**src/sv/kped_pkg.sv**
```systemverilog
// types and constants shared by the key press event detector
package kped_pkg;

    localparam int unsigned NOW_W       = 16;
    localparam int unsigned CFG_INDEX_W = 3;
    localparam int unsigned CFG_DATA_W  = 8;
    localparam int unsigned LPT_W       = 6;
    localparam int unsigned LPT_MS_W    = 13;

    localparam int unsigned DEBOUNCE_MS = 50;
    localparam int unsigned REPEAT_MS   = 300;
    localparam int unsigned SWITCH_MS   = 100;
    localparam int unsigned LPT_UNIT_MS = 100;

    localparam logic [LPT_W-1:0] LPT_DEFAULT = 6'd10;
    localparam logic [LPT_W-1:0] LPT_MIN     = 6'd4;
    localparam logic [LPT_W-1:0] LPT_MAX     = 6'd50;

    typedef enum logic [CFG_INDEX_W-1:0] {
        REG_UNLOCKED        = 3'd0,
        REG_INPUT_MODE      = 3'd1,
        REG_FEEDBACK_ENABLE = 3'd2,
        REG_ACTIVE_LOW      = 3'd3,
        REG_LONG_PRESS_TIME = 3'd4,
        REG_CHANNEL_NUMBER  = 3'd5
    } kped_reg_t;

    typedef struct packed {
        logic             pin_level;
        logic [NOW_W-1:0] now_ms;
        logic             bus_busy;
    } kped_poll_t;

    typedef struct packed {
        logic       event_valid;
        logic [7:0] event_channel;
        logic [7:0] event_count;
        logic       event_long;
        logic       feedback_valid;
        logic       feedback_on;
    } kped_result_t;

    typedef struct packed {
        logic             unlocked;
        logic             input_mode;
        logic             feedback_enable;
        logic             active_low;
        logic [LPT_W-1:0] long_press_time;
        logic [7:0]       channel_number;
    } kped_cfg_t;

    typedef struct packed {
        logic       press_seen;
        logic       long_seen;
        logic [7:0] press_count;
    } kped_flags_t;

    localparam kped_cfg_t CFG_RESET = '{
        unlocked:        1'b1,
        input_mode:      1'b0,
        feedback_enable: 1'b0,
        active_low:      1'b1,
        long_press_time: LPT_DEFAULT,
        channel_number:  8'd0
    };

endpackage

```
**src/sv/kped_poll_if.sv**
```systemverilog
// valid/ready channel carrying one poll item
interface kped_poll_if;
    import kped_pkg::*;

    logic       valid;
    logic       ready;
    kped_poll_t data;

    modport source (output valid, output data, input ready);
    modport sink (input valid, input data, output ready);
endinterface

```
**src/sv/kped_event_if.sv**
```systemverilog
// valid/ready channel carrying one result item
interface kped_event_if;
    import kped_pkg::*;

    logic         valid;
    logic         ready;
    kped_result_t data;

    modport source (output valid, output data, input ready);
    modport sink (input valid, input data, output ready);
endinterface

```
**src/sv/key_press_event_detector_unit.sv**
```systemverilog
// top level of the debounced key and long press event detector
//
// one poll item in, one result item out, sustained rate of one item per clock
// while key_event.ready stays high. an item lands in the input register, and
// the decision logic (a few wrapping time subtractions, compares and an 8-bit
// count increment) writes the channel state and the result register as the item
// moves on. the result register is the only place a finished item waits, so
// a new poll is taken whenever the result register is empty or being drained
// in the same cycle. configuration writes are registered; any write to a
// known register clears the press state and the counter, a long press time
// whose low six bits fall outside 4..50 is stored as 10, and writes to
// unknown indexes are dropped. TIME_BITS sets the width of the stored press
// and long press timestamps and thus the wrap of all elapsed time figures.
module key_press_event_detector_unit #(
    parameter int unsigned TIME_BITS = 16
) (
    input  logic                                 clk,
    input  logic                                 rst_n,
    input  logic                                 cfg_wr_en,
    input  logic [kped_pkg::CFG_INDEX_W-1:0]     cfg_index,
    input  logic [kped_pkg::CFG_DATA_W-1:0]      cfg_wdata,
    kped_poll_if.sink                            poll,
    kped_event_if.source                         key_event
);
    import kped_pkg::*;

    // configuration and channel state
    kped_cfg_t            cfg_reg;
    kped_cfg_t            cfg_next;
    logic                 cfg_hit;
    kped_flags_t          flags_reg;
    kped_flags_t          flags_next;
    logic [TIME_BITS-1:0] press_time_reg;
    logic [TIME_BITS-1:0] press_time_next;
    logic [TIME_BITS-1:0] long_time_reg;
    logic [TIME_BITS-1:0] long_time_next;

    // pipeline
    kped_poll_t           poll_reg;
    logic                 poll_vld_reg;
    kped_result_t         res_reg;
    kped_result_t         res_next;
    logic                 res_vld_reg;
    logic                 advance;

    logic [LPT_W-1:0]     lpt_wr;

    // the held poll moves on when the result register is free or draining
    assign advance    = poll_vld_reg && (!res_vld_reg || key_event.ready);
    assign poll.ready = !poll_vld_reg || advance;

    assign key_event.valid = res_vld_reg;
    assign key_event.data  = res_reg;

    // register write decode
    assign lpt_wr = cfg_wdata[LPT_W-1:0];

    always_comb
    begin
        cfg_next = cfg_reg;
        cfg_hit  = 1'b1;
        case (kped_reg_t'(cfg_index))
            REG_UNLOCKED:        cfg_next.unlocked        = cfg_wdata[0];
            REG_INPUT_MODE:      cfg_next.input_mode      = cfg_wdata[0];
            REG_FEEDBACK_ENABLE: cfg_next.feedback_enable = cfg_wdata[0];
            REG_ACTIVE_LOW:      cfg_next.active_low      = cfg_wdata[0];
            REG_LONG_PRESS_TIME:
                // out of range thresholds fall back to the default
                cfg_next.long_press_time =
                    (lpt_wr inside {[LPT_MIN:LPT_MAX]}) ? lpt_wr : LPT_DEFAULT;
            REG_CHANNEL_NUMBER:  cfg_next.channel_number  = cfg_wdata[7:0];
            default:             cfg_hit = 1'b0;
        endcase
    end

    kped_step #(
        .TIME_BITS (TIME_BITS)
    ) u_step (
        .cfg             (cfg_reg),
        .flags           (flags_reg),
        .press_time      (press_time_reg),
        .long_time       (long_time_reg),
        .item            (poll_reg),
        .flags_next      (flags_next),
        .press_time_next (press_time_next),
        .long_time_next  (long_time_next),
        .res             (res_next)
    );

    // config and state; a config write wipes the press history
    always_ff @(posedge clk or negedge rst_n)
    begin
        if (!rst_n)
        begin
            cfg_reg        <= CFG_RESET;
            flags_reg      <= '0;
            press_time_reg <= '0;
            long_time_reg  <= '0;
        end
        else if (cfg_wr_en && cfg_hit)
        begin
            cfg_reg        <= cfg_next;
            flags_reg      <= '0;
            press_time_reg <= '0;
            long_time_reg  <= '0;
        end
        else if (advance)
        begin
            flags_reg      <= flags_next;
            press_time_reg <= press_time_next;
            long_time_reg  <= long_time_next;
        end
    end

    // handshake control
    always_ff @(posedge clk or negedge rst_n)
    begin
        if (!rst_n)
        begin
            poll_vld_reg <= 1'b0;
            res_vld_reg  <= 1'b0;
        end
        else
        begin
            if (poll.ready)
            begin
                poll_vld_reg <= poll.valid;
            end
            if (advance)
            begin
                res_vld_reg <= 1'b1;
            end
            else if (key_event.ready)
            begin
                res_vld_reg <= 1'b0;
            end
        end
    end

    // payload registers
    always_ff @(posedge clk)
    begin
        if (poll.valid && poll.ready)
        begin
            poll_reg <= poll.data;
        end
        if (advance)
        begin
            res_reg <= res_next;
        end
    end

    // counter only moves when a poll is processed or a register is written
    a_count_quiet: assert property (@(posedge clk) disable iff (!rst_n)
        (!advance && !cfg_wr_en) |=> $stable(flags_reg.press_count))
        else $error("press counter changed without a poll or config write");

    // a locked channel yields an all-zero result
    a_locked_empty: assert property (@(posedge clk) disable iff (!rst_n)
        (advance && !cfg_reg.unlocked) |=> (res_vld_reg && res_reg == '0))
        else $error("locked channel produced a non-empty result");

    // qualifier bits never stand without their valid bits
    a_result_shape: assert property (@(posedge clk) disable iff (!rst_n)
        res_vld_reg |-> ((!res_reg.feedback_on || res_reg.feedback_valid)
                         && (!res_reg.event_long || res_reg.event_valid)))
        else $error("result qualifier set without its valid bit");

endmodule

```
**src/sv/kped_step.sv**
```systemverilog
// per-poll decision logic: next state and result item from one poll
module kped_step #(
    parameter int unsigned TIME_BITS = 16
) (
    input  kped_pkg::kped_cfg_t    cfg,
    input  kped_pkg::kped_flags_t  flags,
    input  logic [TIME_BITS-1:0]   press_time,
    input  logic [TIME_BITS-1:0]   long_time,
    input  kped_pkg::kped_poll_t   item,
    output kped_pkg::kped_flags_t  flags_next,
    output logic [TIME_BITS-1:0]   press_time_next,
    output logic [TIME_BITS-1:0]   long_time_next,
    output kped_pkg::kped_result_t res
);
    import kped_pkg::*;

    localparam int unsigned NB = (TIME_BITS < NOW_W) ? TIME_BITS : NOW_W;

    logic [TIME_BITS-1:0] now_t;
    logic [TIME_BITS-1:0] el_press;
    logic [TIME_BITS-1:0] el_long;
    logic [LPT_MS_W-1:0]  lpt_ms;
    logic [7:0]           count_inc;
    logic                 pressed;
    logic                 ev;
    logic                 ev_long;
    logic                 fb;
    logic                 fb_on;
    logic [7:0]           ev_count;

    always_comb
    begin
        now_t = '0;
        now_t[NB-1:0] = item.now_ms[NB-1:0];
    end

    // differences wrap at the time width
    assign el_press  = now_t - press_time;
    assign el_long   = now_t - long_time;
    assign lpt_ms    = LPT_MS_W'(cfg.long_press_time) * LPT_MS_W'(LPT_UNIT_MS);
    assign count_inc = flags.press_count + 8'd1;
    assign pressed   = item.pin_level ^ cfg.active_low;

    always_comb
    begin
        flags_next      = flags;
        press_time_next = press_time;
        long_time_next  = long_time;
        ev              = 1'b0;
        ev_long         = 1'b0;
        ev_count        = '0;
        fb              = 1'b0;
        fb_on           = 1'b0;

        if (cfg.unlocked)
        begin
            if (!cfg.input_mode)
            begin
                // push button
                if (!pressed)
                begin
                    if (flags.press_seen)
                    begin
                        if (el_press >= TIME_BITS'(DEBOUNCE_MS) && !flags.long_seen)
                        begin
                            flags_next.press_count = count_inc;
                            ev       = 1'b1;
                            ev_count = count_inc;
                        end
                        flags_next.press_seen = 1'b0;
                        fb = 1'b1;
                    end
                end
                else if (flags.press_seen)
                begin
                    if (flags.long_seen)
                    begin
                        // repeat of a long press
                        if (el_long >= TIME_BITS'(REPEAT_MS))
                        begin
                            long_time_next = now_t;
                            ev       = 1'b1;
                            ev_long  = 1'b1;
                            ev_count = flags.press_count;
                        end
                    end
                    else if (el_press >= TIME_BITS'(lpt_ms))
                    begin
                        flags_next.press_count = count_inc;
                        flags_next.long_seen   = 1'b1;
                        long_time_next = now_t;
                        ev       = 1'b1;
                        ev_long  = 1'b1;
                        ev_count = count_inc;
                    end
                end
                else
                begin
                    flags_next.press_seen = 1'b1;
                    flags_next.long_seen  = 1'b0;
                    press_time_next = now_t;
                    fb    = 1'b1;
                    fb_on = 1'b1;
                end
            end
            else
            begin
                // switch
                if (!pressed)
                begin
                    if (flags.long_seen && !item.bus_busy)
                    begin
                        ev       = 1'b1;
                        ev_count = flags.press_count;
                        flags_next.press_count = count_inc;
                        flags_next.long_seen   = 1'b0;
                    end
                    flags_next.press_seen = 1'b0;
                    fb = 1'b1;
                end
                else
                begin
                    if (!flags.press_seen)
                    begin
                        flags_next.press_seen = 1'b1;
                        press_time_next = now_t;
                    end
                    else if (el_press >= TIME_BITS'(SWITCH_MS) && !flags.long_seen
                             && !item.bus_busy)
                    begin
                        ev       = 1'b1;
                        ev_count = flags.press_count;
                        flags_next.press_count = count_inc;
                        flags_next.long_seen   = 1'b1;
                        long_time_next = now_t;
                    end
                    fb    = 1'b1;
                    fb_on = 1'b1;
                end
            end

            if (!cfg.feedback_enable)
            begin
                fb    = 1'b0;
                fb_on = 1'b0;
            end
        end

        res.event_valid    = ev;
        res.event_channel  = ev ? cfg.channel_number : 8'd0;
        res.event_count    = ev ? ev_count : 8'd0;
        res.event_long     = ev & ev_long;
        res.feedback_valid = fb;
        res.feedback_on    = fb & fb_on;
    end

endmodule
```
**src/flat_wrapper.sv**
```systemverilog
// flat-port wrapper written by rule: the top's interface ports become plain ports
module key_press_event_detector_unit_flat import kped_pkg::*;
#(
    parameter int unsigned TIME_BITS = 16
)
  (clk, rst_n, cfg_wr_en, cfg_index, cfg_wdata, poll_valid, poll_data, poll_ready, key_event_valid, key_event_data, key_event_ready);
  kped_poll_if poll_i ();
  kped_event_if key_event_i ();
  input  logic clk;
  input  logic rst_n;
  input  logic cfg_wr_en;
  input  logic [kped_pkg::CFG_INDEX_W-1:0] cfg_index;
  input  logic [kped_pkg::CFG_DATA_W-1:0] cfg_wdata;
  input wire logic [$bits(poll_i.valid)-1:0] poll_valid;
  input wire logic [$bits(poll_i.data)-1:0] poll_data;
  output wire logic [$bits(poll_i.ready)-1:0] poll_ready;
  output wire logic [$bits(key_event_i.valid)-1:0] key_event_valid;
  output wire logic [$bits(key_event_i.data)-1:0] key_event_data;
  input wire logic [$bits(key_event_i.ready)-1:0] key_event_ready;
  assign poll_i.valid = poll_valid;
  assign poll_i.data = poll_data;
  assign poll_ready = poll_i.ready;
  assign key_event_valid = key_event_i.valid;
  assign key_event_data = key_event_i.data;
  assign key_event_i.ready = key_event_ready;
  key_press_event_detector_unit #(.TIME_BITS(TIME_BITS)) u_core (.clk(clk), .rst_n(rst_n), .cfg_wr_en(cfg_wr_en), .cfg_index(cfg_index), .cfg_wdata(cfg_wdata), .poll(poll_i), .key_event(key_event_i));
endmodule
```
**config.mk**
```make
export PLATFORM = sky130hd
export DESIGN_NAME = key_press_event_detector_unit_flat
export DESIGN_NICKNAME = d
export VERILOG_FILES = /design/src/sv/kped_pkg.sv /design/src/sv/kped_poll_if.sv /design/src/sv/kped_event_if.sv /design/src/sv/key_press_event_detector_unit.sv /design/src/sv/kped_step.sv /design/src/flat_wrapper.sv
export SDC_FILE = /design/constraint.sdc
export NUM_CORES = 1
export LEC_CHECK = 0
export BUFFER_PORTS_ARGS = -buffer_cell sky130_fd_sc_hd__buf_4
export CAP_MARGIN = 20
export CORE_UTILIZATION = 36
export DETAILED_ROUTE_END_ITERATION = 12
export PLACE_DENSITY_LB_ADDON = 0.3
export SYNTH_ARGS = -nofsm -noshare
export SYNTH_HDL_FRONTEND = slang
export SYNTH_HIERARCHICAL = 1
export SYNTH_SLANG_ARGS = --single-unit
```
**constraint.sdc**
```tcl
create_clock -name clk -period 6.9 [get_ports clk]
set_clock_uncertainty 0.1 [all_clocks]
set_input_delay 0.69 -clock clk [delete_from_list [all_inputs] [get_ports clk]]
set_output_delay 0.69 -clock clk [all_outputs]
set_load 0.05 [all_outputs]
```
==> impl_metrics.tcl <==
set metrics [dict create \
    relSlewSlack_pct 29.21 \
    cts_root_buffer "clkbuf_16" \
    core_area_sq_um 22780 \
    cp.arrival_ns 5.31 \
    rsz0062_at_grt "no" \
    r2r_setup_slack_ns 1.70 \
    ys_warn_count 6 \
    pre_cts_slack_ns 1.759 \
    start_util_pct 36.84 \
    final_hold_viol_count 0 \
    grt_overflow 0 \
    cts_sinks 100 \
    syn_nets 1075 \
    rows 55 \
    gp_congestion 0.8989 \
    drive_above_1_share_pct 13.95 \
    track_usage_pct 18.55 \
    largest_reg_flops 20 \
    synthArstFlopShare_pct 62.00 \
    status "finished, final reports clean" \
    antenna_found_initial 0 \
    die_h_um 154.7 \
    crit_path_end_kind "register" \
    path_class "register to register" \
    wl_per_cell_um 16.96 \
    hpwl_um 15400 \
    io_buffers 55 \
    synthTopCellsByCount "o21ai_0 (88), a21oi_1 (85), ha_1 (69), nand3_1 (69), nand2_1 (59)" \
    clk_latency_ns 0.36 \
    final_antenna_net_count 0 \
    ctsHtreeMaxLevel 3 \
    postCtsSetupRepairBufs 0 \
    max-cap-violations 0 \
    slew_viol_final 0 \
    cp-start-kind "register" \
    netlist_area_sq_um 8392 \
    power.total_mw 2.298 \
    layout_min_cycle_time_ns 5.200 \
    drt_wl_total_um 22090 \
    fillers 2291 \
    grt_pass1_vias 6914 \
    fmax_ghz 0.1923 \
    ys_ff_latch 100 \
    synth-edff-count 38 \
    die_area_sq_um 23920 \
    fin_crit_sh_pct 75.36 \
    reg2regPathDepth 21 \
    cts-hold-fix-buffers 0 \
    syn2layout_area_growth_pct 10.79 \
    cts_buffers 9 \
    drt_pass1_iterations 5 \
    clk_pin_slew_ns 0.08 \
    setup_ws_ns 1.700 \
    die_w_um 154.7 \
    fin_setup_tns_ns 0 \
    clk_path_buf_depth 2 \
    vdd_drop_max_mv 0.1183 \
    yosysMostFrequentCell "o21ai_0" \
    synth_ff_type "dfrtp_1" \
    cts_resized 0 \
    post_drt_via_cell_ratio 5.694 \
    diodes 0 \
    critPathRequiredTime_ns 7.01 \
    num_vias 7414 \
    synth_area_leaders "dfrtp_1 (17%), edfxtp_1 (14%), ha_1 (10%)" \
    synth_top_area_share_pct 17.30 \
    fin_nets 1090 \
    ys_seq_area_share_pct 32.15 \
    grt_max_degree 63 \
    drt-initial-drc-count 607 \
    crit_path_max_fanout 16 \
    drcViolationCount 0 \
    fin_util_pct 40.82 \
    cts_tree "built" \
    setup_viol 0 \
    syn_inst 969 \
    worst_slew_pin_slew_ns 1.035 \
    hold_class "input pin to asynchronous set/reset pin" \
    power_density_nw_per_um2 247.2 \
    grt_first_pass_wirelength_um 35880 \
    synth_cell_types 93 \
    hold_ws_ns 0.3185 \
    ios 56 \
    leakagePower_nw 3.770 \
    avgSynthCellArea_sq_um 8.660 \
    synth.largest_area_cell "dfrtp_1" \
]
## worst max-delay path: stages (launching register included)
cell       delay, ns
dfstp_2         0.56
ha_1            0.23
ha_1            0.29
ha_1            0.29
inv_1           0.06
fa_1            0.45
nor2b_1         0.13
o21ai_0         0.08
nand2b_1        0.11
xnor2_1         0.13
ha_1            0.26
a21oi_1         0.13
o21ai_0         0.11
maj3_1          0.37
a2111oi_2       0.37
buf_4           0.24
a21oi_1         0.08
a22o_1          0.28
and3_4          0.30
mux2_4          0.33
nand3_1         0.08
a21oi_1         0.07
## cell type report
class | instances | area, sq um | area share (%)
inverters | 59 | 221.5 | 2.382
clock buffers | 9 | 225.2 | 2.422
multi-input cells | 750 | 5187 | 55.79
clock inverters | 7 | 93.84 | 1.009
well taps | 313 | 391.6 | 4.212
flip-flops and latches | 100 | 2698 | 29.01
repair buffers | 64 | 480.5 | 5.168
## placed cells by master (no fill, tap or decap), drive strengths merged, types with 5 or more instances in the layout
cell / count
nand4: 9
a2111oi: 6
xor2: 12
and3: 14
a21oi: 86
inv: 62
nand2: 60
nor2: 53
or2: 7
a21o: 14
nor3: 21
a31oi: 6
a211oi: 10
nor2b: 11
o311ai: 5
clkbuf: 9
mux2i: 5
xnor2: 12
o211a: 7
a21boi: 7
dfrtp: 58
edfxtp: 38
nor4b: 5
nand2b: 16
o21ai: 99
o211ai: 12
o22ai: 7
o21a: 9
buf: 64
mux2: 25
o2111ai: 6
ha: 69
and2: 16
nand3: 69
## power by group
group          total [mW]  internal, mW  switching (mW)
clock               0.553         0.293           0.260
sequential          0.751         0.689          0.0619
combinational       0.995         0.396           0.599
## cells by family after synthesis
logic type,after synthesis,share of synthesized area (%)
multiplexers,30,4.175
XOR/XNOR,24,2.505
AND/OR/NAND/NOR,304,19.25
adder cells (fa/ha/maj),73,11.12
AO/OA/AOI/OAI,319,24.59
buffers and inverters,119,6.217
flip-flops,100,32.15
## per-stage QoR
stage / std cells / instance area (sq um)
floorplan: 969 / 8392
global placement: 1285 / 8971
detailed placement: 1285 / 8971
CTS: 1301 / 9290
global route: 1302 / 9298
finish: 1302 / 9298
## metal layers
metal  track usage [%]  routed length (um)  up-vias
met1             24.68               10090     3580
met2             31.78               10740      178
met4             4.668                 293        0
met3             2.354                 963       23
li1                  -                   -     3633
met5                 0                   0        -
## worst paths after layout
kind | start | to
hold reg to reg | u_core/cfg_reg[2]$_DFFE_PN0P_ | u_core/cfg_reg[2]$_DFFE_PN0P_
setup / recovery | u_core/cfg_reg[9]$_DFFE_PN1P_ | u_core/long_time_reg[11]$_DFFE_PN0P_
setup reg to reg | u_core/cfg_reg[9]$_DFFE_PN1P_ | u_core/long_time_reg[11]$_DFFE_PN0P_
max in group asynchronous | rst_n | u_core/long_time_reg[15]$_DFFE_PN0P_
min in group clk | u_core/cfg_reg[2]$_DFFE_PN0P_ | u_core/cfg_reg[2]$_DFFE_PN0P_
hold / removal | rst_n | u_core/cfg_reg[6]$_DFFE_PN0P_
No activity file was read; power rests on OpenSTA's default activity.
